===== config.mk =====
export PLATFORM = sky130hd
export DESIGN_NAME = buzzer_pattern_sequencer_flat
export DESIGN_NICKNAME = d
export VERILOG_FILES = /design/src/hdl/bpseq_pkg.sv /design/src/hdl/bpseq_channels.sv /design/src/hdl/buzzer_pattern_sequencer.sv /design/src/flat_wrapper.sv
export SDC_FILE = /design/constraint.sdc
export NUM_CORES = 1
export LEC_CHECK = 0
export BUFFER_PORTS_ARGS = -buffer_cell sky130_fd_sc_hd__buf_2
export CAP_MARGIN = 10
export CORE_ASPECT_RATIO = 1.75
export CORE_MARGIN = 8
export CORE_UTILIZATION = 60
export CTS_BUF_LIST = sky130_fd_sc_hd__clkbuf_8 sky130_fd_sc_hd__clkbuf_16
export DETAILED_ROUTE_END_ITERATION = 10
export PLACE_DENSITY_LB_ADDON = 0.25
export SYNTH_ARGS = -nofsm -noshare
export SYNTH_HDL_FRONTEND = slang
export SYNTH_SLANG_ARGS = --single-unit

===== constraint.sdc =====
create_clock -name clock -period 13.22 [get_ports clock]
set_input_delay 1.322 -clock clock [delete_from_list [all_inputs] [get_ports clock]]
set_output_delay 1.322 -clock clock [all_outputs]
set_load 0.01 [all_outputs]

===== src/hdl/bpseq_pkg.sv =====
`timescale 1ns / 1ps
// ----------------------------------------------------------------------------
// bpseq_pkg
// Shared types and constants for the buzzer pattern sequencer: request
// payload layout, control register indexes and their reset values.
// ----------------------------------------------------------------------------
package bpseq_pkg;

   localparam int PATTERN_WIDTH   = 32;
   localparam int TIME_WIDTH      = 32;
   localparam int INTERVAL_WIDTH  = 16;
   localparam int CSR_INDEX_WIDTH = 3;
   localparam int CSR_DATA_WIDTH  = 32;

   // Register indexes
   localparam logic [CSR_INDEX_WIDTH-1:0] CSR_SINGLE_PATTERN  = 3'd0;
   localparam logic [CSR_INDEX_WIDTH-1:0] CSR_ARMING_PATTERN  = 3'd1;
   localparam logic [CSR_INDEX_WIDTH-1:0] CSR_EKF_BAD_PATTERN = 3'd2;
   localparam logic [CSR_INDEX_WIDTH-1:0] CSR_DOUBLE_PATTERN  = 3'd3;
   localparam logic [CSR_INDEX_WIDTH-1:0] CSR_MIN_INTERVAL_MS = 3'd4;

   // Register reset values
   localparam logic [PATTERN_WIDTH-1:0]  SINGLE_PATTERN_RESET  = 32'h8000_0000;
   localparam logic [PATTERN_WIDTH-1:0]  ARMING_PATTERN_RESET  = 32'hFFFF_FFFC;
   localparam logic [PATTERN_WIDTH-1:0]  EKF_BAD_PATTERN_RESET = 32'hE750_0000;
   localparam logic [PATTERN_WIDTH-1:0]  DOUBLE_PATTERN_RESET  = 32'hA000_0000;
   localparam logic [INTERVAL_WIDTH-1:0] MIN_INTERVAL_RESET    = 16'd3400;

   // A pattern stops playing this long after its start
   localparam logic [TIME_WIDTH-1:0] PLAY_SPAN_MS = 32'd3200;
   localparam int SPAN_WIDTH = 12;

   typedef struct packed {
      logic [TIME_WIDTH-1:0] now_ms;
      logic                  arm_refused;
      logic                  armed;
      logic                  ekf_bad;
      logic                  lost_alarm;
      logic                  battery_failsafe;
   } req_payload_type;

endpackage


===== src/hdl/bpseq_channels.sv =====
`timescale 1ns / 1ps
// ----------------------------------------------------------------------------
// bpseq channels
// Valid/ready channel interfaces for update requests and buzzer responses.
// ----------------------------------------------------------------------------
interface bpseq_req_if;
   import bpseq_pkg::*;

   logic            valid;
   logic            ready;
   req_payload_type payload;

   modport source (output valid, output payload, input ready);
   modport sink   (input valid, input payload, output ready);
endinterface

interface bpseq_rsp_if;
   logic valid;
   logic ready;
   logic buzzer_level;

   modport source (output valid, output buzzer_level, input ready);
   modport sink   (input valid, input buzzer_level, output ready);
endinterface


===== src/hdl/buzzer_pattern_sequencer.sv =====
`timescale 1ns / 1ps
// ----------------------------------------------------------------------------
// buzzer_pattern_sequencer
// Picks a buzz pattern per update request and plays it one bit per period.
// ----------------------------------------------------------------------------
// Usage:
//   req_if carries one update request: millisecond timestamp plus five
//   status flags. rsp_if returns one buzzer level for every request, in order.
//   csr_* writes the four pattern registers and the minimum start interval;
//   write them only while no request is in flight.
//   An accepted request is held in the input register, then passes the
//   decision/playback logic into the response register, which drives
//   rsp_if. Throughput: one request per cycle while the response side
//   does not stall, set by the single decision stage that reads and
//   updates the playback state for each request.
//   The bit index is taken from the elapsed time by a constant reciprocal
//   multiply in that same stage.
//   Reset: nothing plays, buzzer off, latched armed and ekf flags cleared,
//   registers back to their defaults, both channel stages empty.
//   Stall: when rsp_if.ready is low the response register holds; the input
//   register still fills, and req_if.ready drops once both stages are full.
// ----------------------------------------------------------------------------
module buzzer_pattern_sequencer #(
   parameter int BIT_TIME_MS = 100
) (
   input  logic                                 clock,
   input  logic                                 reset,
   bpseq_req_if.sink                            req_if,
   bpseq_rsp_if.source                          rsp_if,
   input  logic                                 csr_write_enable,
   input  logic [bpseq_pkg::CSR_INDEX_WIDTH-1:0] csr_index,
   input  logic [bpseq_pkg::CSR_DATA_WIDTH-1:0]  csr_data
);
   import bpseq_pkg::*;

   // Reciprocal of the bit period, exact for every elapsed time below span
   localparam int RECIP_SHIFT = 24;
   localparam int RECIP_WIDTH = RECIP_SHIFT + 1;
   localparam longint RECIP_VALUE = ((64'd1 << RECIP_SHIFT) + BIT_TIME_MS - 1) / BIT_TIME_MS;
   localparam logic [RECIP_WIDTH-1:0] RECIP = RECIP_WIDTH'(RECIP_VALUE);
   localparam int PROD_WIDTH = SPAN_WIDTH + RECIP_WIDTH;
   localparam int INDEX_WIDTH = PROD_WIDTH - RECIP_SHIFT;

   // Control registers
   logic [PATTERN_WIDTH-1:0]  single_pattern_ff;
   logic [PATTERN_WIDTH-1:0]  arming_pattern_ff;
   logic [PATTERN_WIDTH-1:0]  ekf_bad_pattern_ff;
   logic [PATTERN_WIDTH-1:0]  double_pattern_ff;
   logic [INTERVAL_WIDTH-1:0] min_interval_ff;

   // Stage registers
   logic            in_valid_ff;
   req_payload_type in_payload_ff;
   logic            rsp_valid_ff;
   logic            rsp_level_ff;

   // Playback state
   logic [PATTERN_WIDTH-1:0] active_pattern_ff, active_pattern_in;
   logic [TIME_WIDTH-1:0]    start_time_ff, start_time_in;
   logic                     seen_armed_ff, seen_armed_in;
   logic                     seen_ekf_bad_ff, seen_ekf_bad_in;
   logic                     tone_on_ff, tone_on_in;

   logic                     advance;
   logic [TIME_WIDTH-1:0]    elapsed;
   logic                     start;
   logic [PATTERN_WIDTH-1:0] chosen;
   logic [TIME_WIDTH-1:0]    play_elapsed;
   logic [PROD_WIDTH-1:0]    product;
   logic [INDEX_WIDTH-1:0]   bit_index;

   assign advance       = in_valid_ff && (!rsp_valid_ff || rsp_if.ready);
   assign req_if.ready  = !in_valid_ff || advance;
   assign rsp_if.valid  = rsp_valid_ff;
   assign rsp_if.buzzer_level = rsp_level_ff;

   // Write control registers
   always_ff @(posedge clock) begin
      if (reset) begin
         single_pattern_ff  <= SINGLE_PATTERN_RESET;
         arming_pattern_ff  <= ARMING_PATTERN_RESET;
         ekf_bad_pattern_ff <= EKF_BAD_PATTERN_RESET;
         double_pattern_ff  <= DOUBLE_PATTERN_RESET;
         min_interval_ff    <= MIN_INTERVAL_RESET;
      end else if (csr_write_enable) begin
         unique case (csr_index)
            CSR_SINGLE_PATTERN:  single_pattern_ff  <= csr_data;
            CSR_ARMING_PATTERN:  arming_pattern_ff  <= csr_data;
            CSR_EKF_BAD_PATTERN: ekf_bad_pattern_ff <= csr_data;
            CSR_DOUBLE_PATTERN:  double_pattern_ff  <= csr_data;
            CSR_MIN_INTERVAL_MS: min_interval_ff    <= csr_data[INTERVAL_WIDTH-1:0];
            default: ;
         endcase
      end
   end

   // Choose a pattern to start, then play the active one
   always_comb begin
      elapsed         = in_payload_ff.now_ms - start_time_ff;
      seen_armed_in   = seen_armed_ff;
      seen_ekf_bad_in = seen_ekf_bad_ff;
      start           = 1'b0;
      chosen          = single_pattern_ff;

      priority if (in_payload_ff.arm_refused) begin
         start = 1'b1;
      end else if (elapsed < {16'd0, min_interval_ff}) begin
         start = 1'b0;
      end else if (in_payload_ff.armed != seen_armed_ff) begin
         seen_armed_in = in_payload_ff.armed;
         start         = 1'b1;
         chosen        = in_payload_ff.armed ? arming_pattern_ff : single_pattern_ff;
      end else if (in_payload_ff.ekf_bad != seen_ekf_bad_ff) begin
         seen_ekf_bad_in = in_payload_ff.ekf_bad;
         start           = in_payload_ff.ekf_bad;
         chosen          = ekf_bad_pattern_ff;
      end else if (in_payload_ff.lost_alarm) begin
         start  = 1'b1;
         chosen = double_pattern_ff;
      end else if (in_payload_ff.battery_failsafe) begin
         start = 1'b1;
      end

      active_pattern_in = start ? chosen : active_pattern_ff;
      start_time_in     = start ? in_payload_ff.now_ms : start_time_ff;
      play_elapsed      = start ? '0 : elapsed;

      product   = PROD_WIDTH'(play_elapsed[SPAN_WIDTH-1:0]) * PROD_WIDTH'(RECIP);
      bit_index = product[PROD_WIDTH-1:RECIP_SHIFT];

      tone_on_in = tone_on_ff;
      if (active_pattern_in != '0) begin
         if (play_elapsed >= PLAY_SPAN_MS) begin
            tone_on_in        = 1'b0;
            active_pattern_in = '0;
         end else if (bit_index[INDEX_WIDTH-1:5] != '0) begin
            tone_on_in = 1'b0;
         end else begin
            tone_on_in = active_pattern_in[~bit_index[4:0]];
         end
      end
   end

   // Hold the input request until the decision stage takes it
   always_ff @(posedge clock) begin
      if (reset) begin
         in_valid_ff <= 1'b0;
      end else if (req_if.ready) begin
         in_valid_ff <= req_if.valid;
      end
   end

   always_ff @(posedge clock) begin
      if (req_if.ready && req_if.valid) begin
         in_payload_ff <= req_if.payload;
      end
   end

   // Advance playback state and load the response
   always_ff @(posedge clock) begin
      if (reset) begin
         active_pattern_ff <= '0;
         start_time_ff     <= '0;
         seen_armed_ff     <= 1'b0;
         seen_ekf_bad_ff   <= 1'b0;
         tone_on_ff        <= 1'b0;
         rsp_valid_ff      <= 1'b0;
      end else begin
         if (advance) begin
            active_pattern_ff <= active_pattern_in;
            start_time_ff     <= start_time_in;
            seen_armed_ff     <= seen_armed_in;
            seen_ekf_bad_ff   <= seen_ekf_bad_in;
            tone_on_ff        <= tone_on_in;
            rsp_valid_ff      <= 1'b1;
         end else if (rsp_if.ready) begin
            rsp_valid_ff <= 1'b0;
         end
      end
   end

   always_ff @(posedge clock) begin
      if (advance) begin
         rsp_level_ff <= tone_on_in;
      end
   end

endmodule


===== src/flat_wrapper.sv =====
// flat-port wrapper written by rule: the top's interface ports become plain ports
module buzzer_pattern_sequencer_flat import bpseq_pkg::*;
#(
   parameter int BIT_TIME_MS = 100
)
  (clock, reset, csr_write_enable, csr_index, csr_data, req_if_valid, req_if_payload, req_if_ready, rsp_if_valid, rsp_if_buzzer_level, rsp_if_ready);
  bpseq_req_if req_if_i ();
  bpseq_rsp_if rsp_if_i ();
  input  logic clock;
  input  logic reset;
  input  logic csr_write_enable;
  input  logic [bpseq_pkg::CSR_INDEX_WIDTH-1:0] csr_index;
  input  logic [bpseq_pkg::CSR_DATA_WIDTH-1:0] csr_data;
  input wire logic [$bits(req_if_i.valid)-1:0] req_if_valid;
  input wire logic [$bits(req_if_i.payload)-1:0] req_if_payload;
  output wire logic [$bits(req_if_i.ready)-1:0] req_if_ready;
  output wire logic [$bits(rsp_if_i.valid)-1:0] rsp_if_valid;
  output wire logic [$bits(rsp_if_i.buzzer_level)-1:0] rsp_if_buzzer_level;
  input wire logic [$bits(rsp_if_i.ready)-1:0] rsp_if_ready;
  assign req_if_i.valid = req_if_valid;
  assign req_if_i.payload = req_if_payload;
  assign req_if_ready = req_if_i.ready;
  assign rsp_if_valid = rsp_if_i.valid;
  assign rsp_if_buzzer_level = rsp_if_i.buzzer_level;
  assign rsp_if_i.ready = rsp_if_ready;
  buzzer_pattern_sequencer #(.BIT_TIME_MS(BIT_TIME_MS)) u_core (.clock(clock), .reset(reset), .req_if(req_if_i), .rsp_if(rsp_if_i), .csr_write_enable(csr_write_enable), .csr_index(csr_index), .csr_data(csr_data));
endmodule

==> summary.md <==
| Metric | Value |
|---|---|
| Status | finished, final reports clean |
| Max Buffers Root-to-Sink | 3 |
| Initial Utilization | 0.605 |
| Syn Nets | 2551 |
| DP Area | 18600 µm² |
| Final non-filler cell area | 19400 µm² |
| Setup bufs post-CTS | 0 |
| DRT iter0 DRCs | 1261 |
| Register share of total power | 0.419 |
| First-pass GRT wire length | 83900 µm |
| Clock share of power | 0.380 |
| Main synth FF type | dfxtp_1 |
| I/O pin cnt | 80 |
| Leakage | 0.00818 µW |
| WL final | 52500 µm |
| Vias in the first global route | 15973 |
| Critical path's slowest cell | nor2_1 |
| Synth Area in Compound Gates | 0.193 |
| Area leader, netlist | dfxtp_1 |
| RSZ-0062 raised after global routing | false |
| Vias | 16266 |
| Final Critical Period | 11.80 ns |
| Synth unique cells | 75 |
| EDFF count, synth | 38 |
| Mux contribution to synthesized area | 0.0413 |
| PortBufs | 79 |
| Post_cts resized | 0 |
| DR DRC count | 0 |
| PnR worst setup slack | 1.42 ns |
| Logic gate share of total power | 0.201 |
| CTS H-Tree Depth | 1 |
| CP dominant cell by count | inv_1 |
| FMAX | 84.8 MHz |
| Grt ovf | 0 |
| Critical path peak fanout | 22 |
| Pre-antenna DRT Iters | 6 |
| Largest stage delay, worst path | 0.78 ns |
| Worst-skew pair later-pin latency | 0.55 ns |
| Startpoint Class | register |
| Diodes inserted | 0 |
| Yosys warns | 0 |
| # rows | 84 |
| Final HPWL DP | 39000 µm |
| Pre-CTS WS | 1.55 ns |
| Worst Max-Slew Pin Slew | 0.945 ns |
| Share of flip-flops with an asynchronous set or reset | 0 |
| Die area | 36000 µm² |
| Synth top area cells | dfxtp_1, ha_1, nand2_1 |
| Final max-slew violation count | 0 |
| Vias per cell | 6.10 |
| Setup_tns | 0 ns |
| Pwr Density | 101 nW/µm² |
| Pin count of the biggest net entering global routing | 86 |
| Wire length per cell | 19.7 µm |
| Most frequent cells in the layout | nand2_1, a21oi_1, dfxtp_1 |
| Area share of and/or/nand/nor cells after synthesis | 0.205 |
| Share of the synthesized area in the top cell type | 0.237 |
| Worst-path clk slew | 0.07 ns |
| Sw Share | 0.298 |
| CTS Buf Count | 25 |
| Number of synthesized register bits | 251 |
| Synth Area per Inst | 7.93 µm² |
| Largest family of logic cells by synthesized area | simple AND/OR/NAND/NOR gates |
| Worst path arrival time | 12.11 ns |
| CP Data Required Time | 13.53 ns |
| Die X | 147 µm |
| Hold Crit Class | register to register |
| Final clock skew | 0.0178 ns |
| Worst Setup Path Type | register to register |
| Maximum vdd drop | 0.000165 V |
| Most common cell after layout, fill and taps aside | nand2_1 |
| Adder-cell share of the synthesized area | 0.172 |
| Routability Congestion | 0.952 |
| Die Ht | 245 µm |
| Clk sink count | 251 |
| Post-Syn Area | 18000 µm² |
| Final setup fails | 0 |
| Sw Pwr | 587 µW |
| Count of final hold-check violations | 0 |
| CTS tree | yes |
| Hold_ws | 0.449 ns |
| Fin crit share | 0.892 |
| Final layout net count | 2546 |
| Max-slew headroom | 0.364 |
| Seq/Total Area, Yosys | 0.300 |
| Post-Synth XOR/XNOR Area | 0.0146 |
| Core region area | 29700 µm² |
| Max cap viols | 0 |
| Share of layout cells above drive strength 1 | 0.0763 |
| Pint | 1380 µW |
| Worst Setup End Kind | register |
| Antenna violations before repair | 0 |
| Antenna Nets Post-Route | 0 |
| Syn Inst Count | 2268 |
| Global Route Usage Sum | 0.287 |
| Root Buffer | clkbuf_16 |
| Cts hold-fix bufs | 0 |
| Layout area overhead | 7.91% |
## synth_stat cells, drive strengths merged, types with 5 or more instances
master and n:
a211o 31, inv 207, a21o 8, nand2 425, o211ai 10, nor2 133
nand3b 20, nand3 30, a31oi 12, and2 28, and3 20, a2bb2oi 11
mux2i 72, xnor2 18, a211oi 40, dfxtp 213, ha 137, nand2b 19
a21oi 255, buf 33, nor3 26, o311ai 5, nor4 19, o221ai 12
nor3b 7, clkbuf 102, o21a 10, a21boi 9, nor2b 45, o2111ai 7
o211a 5, o21ai 90, xor2 12, a2111oi 5, edfxtp 38, nand4 28
fa 69
## power groups by stage
stage | logic, µW | registers (µW) | clock network, µW
final | 396 | 824 | 746
after global routing | 440 | 826 | 784
after CTS | 393 | 823 | 756
after detailed placement | 390 | 840 | 0
after global placement | 383 | 839 | 0
after floorplan | 279 | 834 | 0
## worst max-delay path, delay by kind of cell, from the launching register on
kind | cells | cell delay (ns)
xor gates and xnor gates | 2 | 1.12
AOI/OAI and AO/OA | 12 | 2.68
adders and majority gates | 9 | 3.74
DFF | 1 | 0.39
buffers and inverters | 8 | 0.93
and+or+nand+nor | 13 | 2.68
## through the flow
| stage | util | power, µW | instances |
|---|---|---|---|
| 2_1_floorplan | - | 1110 | 2268 |
| 3_3_place_gp | 0.624 | 1220 | 2623 |
| 3_5_place_dp | 0.624 | 1230 | 2623 |
| 4_1_cts | 0.653 | 1970 | 2668 |
| 5_1_grt | 0.653 | 2050 | 2668 |
| 6_report | 0.653 | 1970 | 2668 |
## final timing paths
kind / end / depth (start not counted) / start / slack [ns]
worst max-delay path: u_core.rsp_if.buzzer_level / 44 / u_core.in_payload_ff[5] / 1.42
worst min-delay path: u_core.active_pattern_ff[18] / 2 / u_core.active_pattern_ff[18] / 0.45
worst max register to register: u_core.rsp_if.buzzer_level / 44 / u_core.in_payload_ff[5] / 1.42
worst min register to register: u_core.active_pattern_ff[18] / 2 / u_core.active_pattern_ff[18] / 0.45
## cells by family after synthesis
kind of cell    after synthesis
xor+xnor                     30
flops                       251
buf+inv                     342
mux                          74
simple gates                812
compound gates              553
fa+ha+maj                   206
## state kept, by name, indices dropped and copies added (netlist names)
register                    cells
u_core.in_payload_ff           37
u_core.ekf_bad_pattern_ff      32
u_core.seen_ekf_bad_ff          1
u_core.seen_armed_ff            1
u_core.start_time_ff           32
u_core.single_pattern_ff       32
u_core.active_pattern_ff       32
u_core.tone_on_ff               1
u_core.arming_pattern_ff       32
u_core.in_valid_ff              1
u_core.rsp_if.buzzer_level      1
u_core.min_interval_ff         16
u_core.double_pattern_ff       32
u_core.rsp_if.valid             1
## routing by layer
layer | up-vias | wire, µm | GRT usage
li1 | 7773 | - | -
met1 | 7833 | 20100 | 0.320
met2 | 515 | 27300 | 0.529
met3 | 145 | 2310 | 0.0290
met4 | 0 | 2720 | 0.148
met5 | - | 0 | 0
## final cells by class
cell class | instances | area, µm²
fill | 2667 | 10300
tap | 387 | 484
clock buffer | 29 | 692
clock inverter | 16 | 159
sequential | 251 | 5410
multi-input combinational | 1675 | 11300
inverter | 207 | 777
timing repair buffer | 103 | 578
Power figures use the tool's default switching activity.
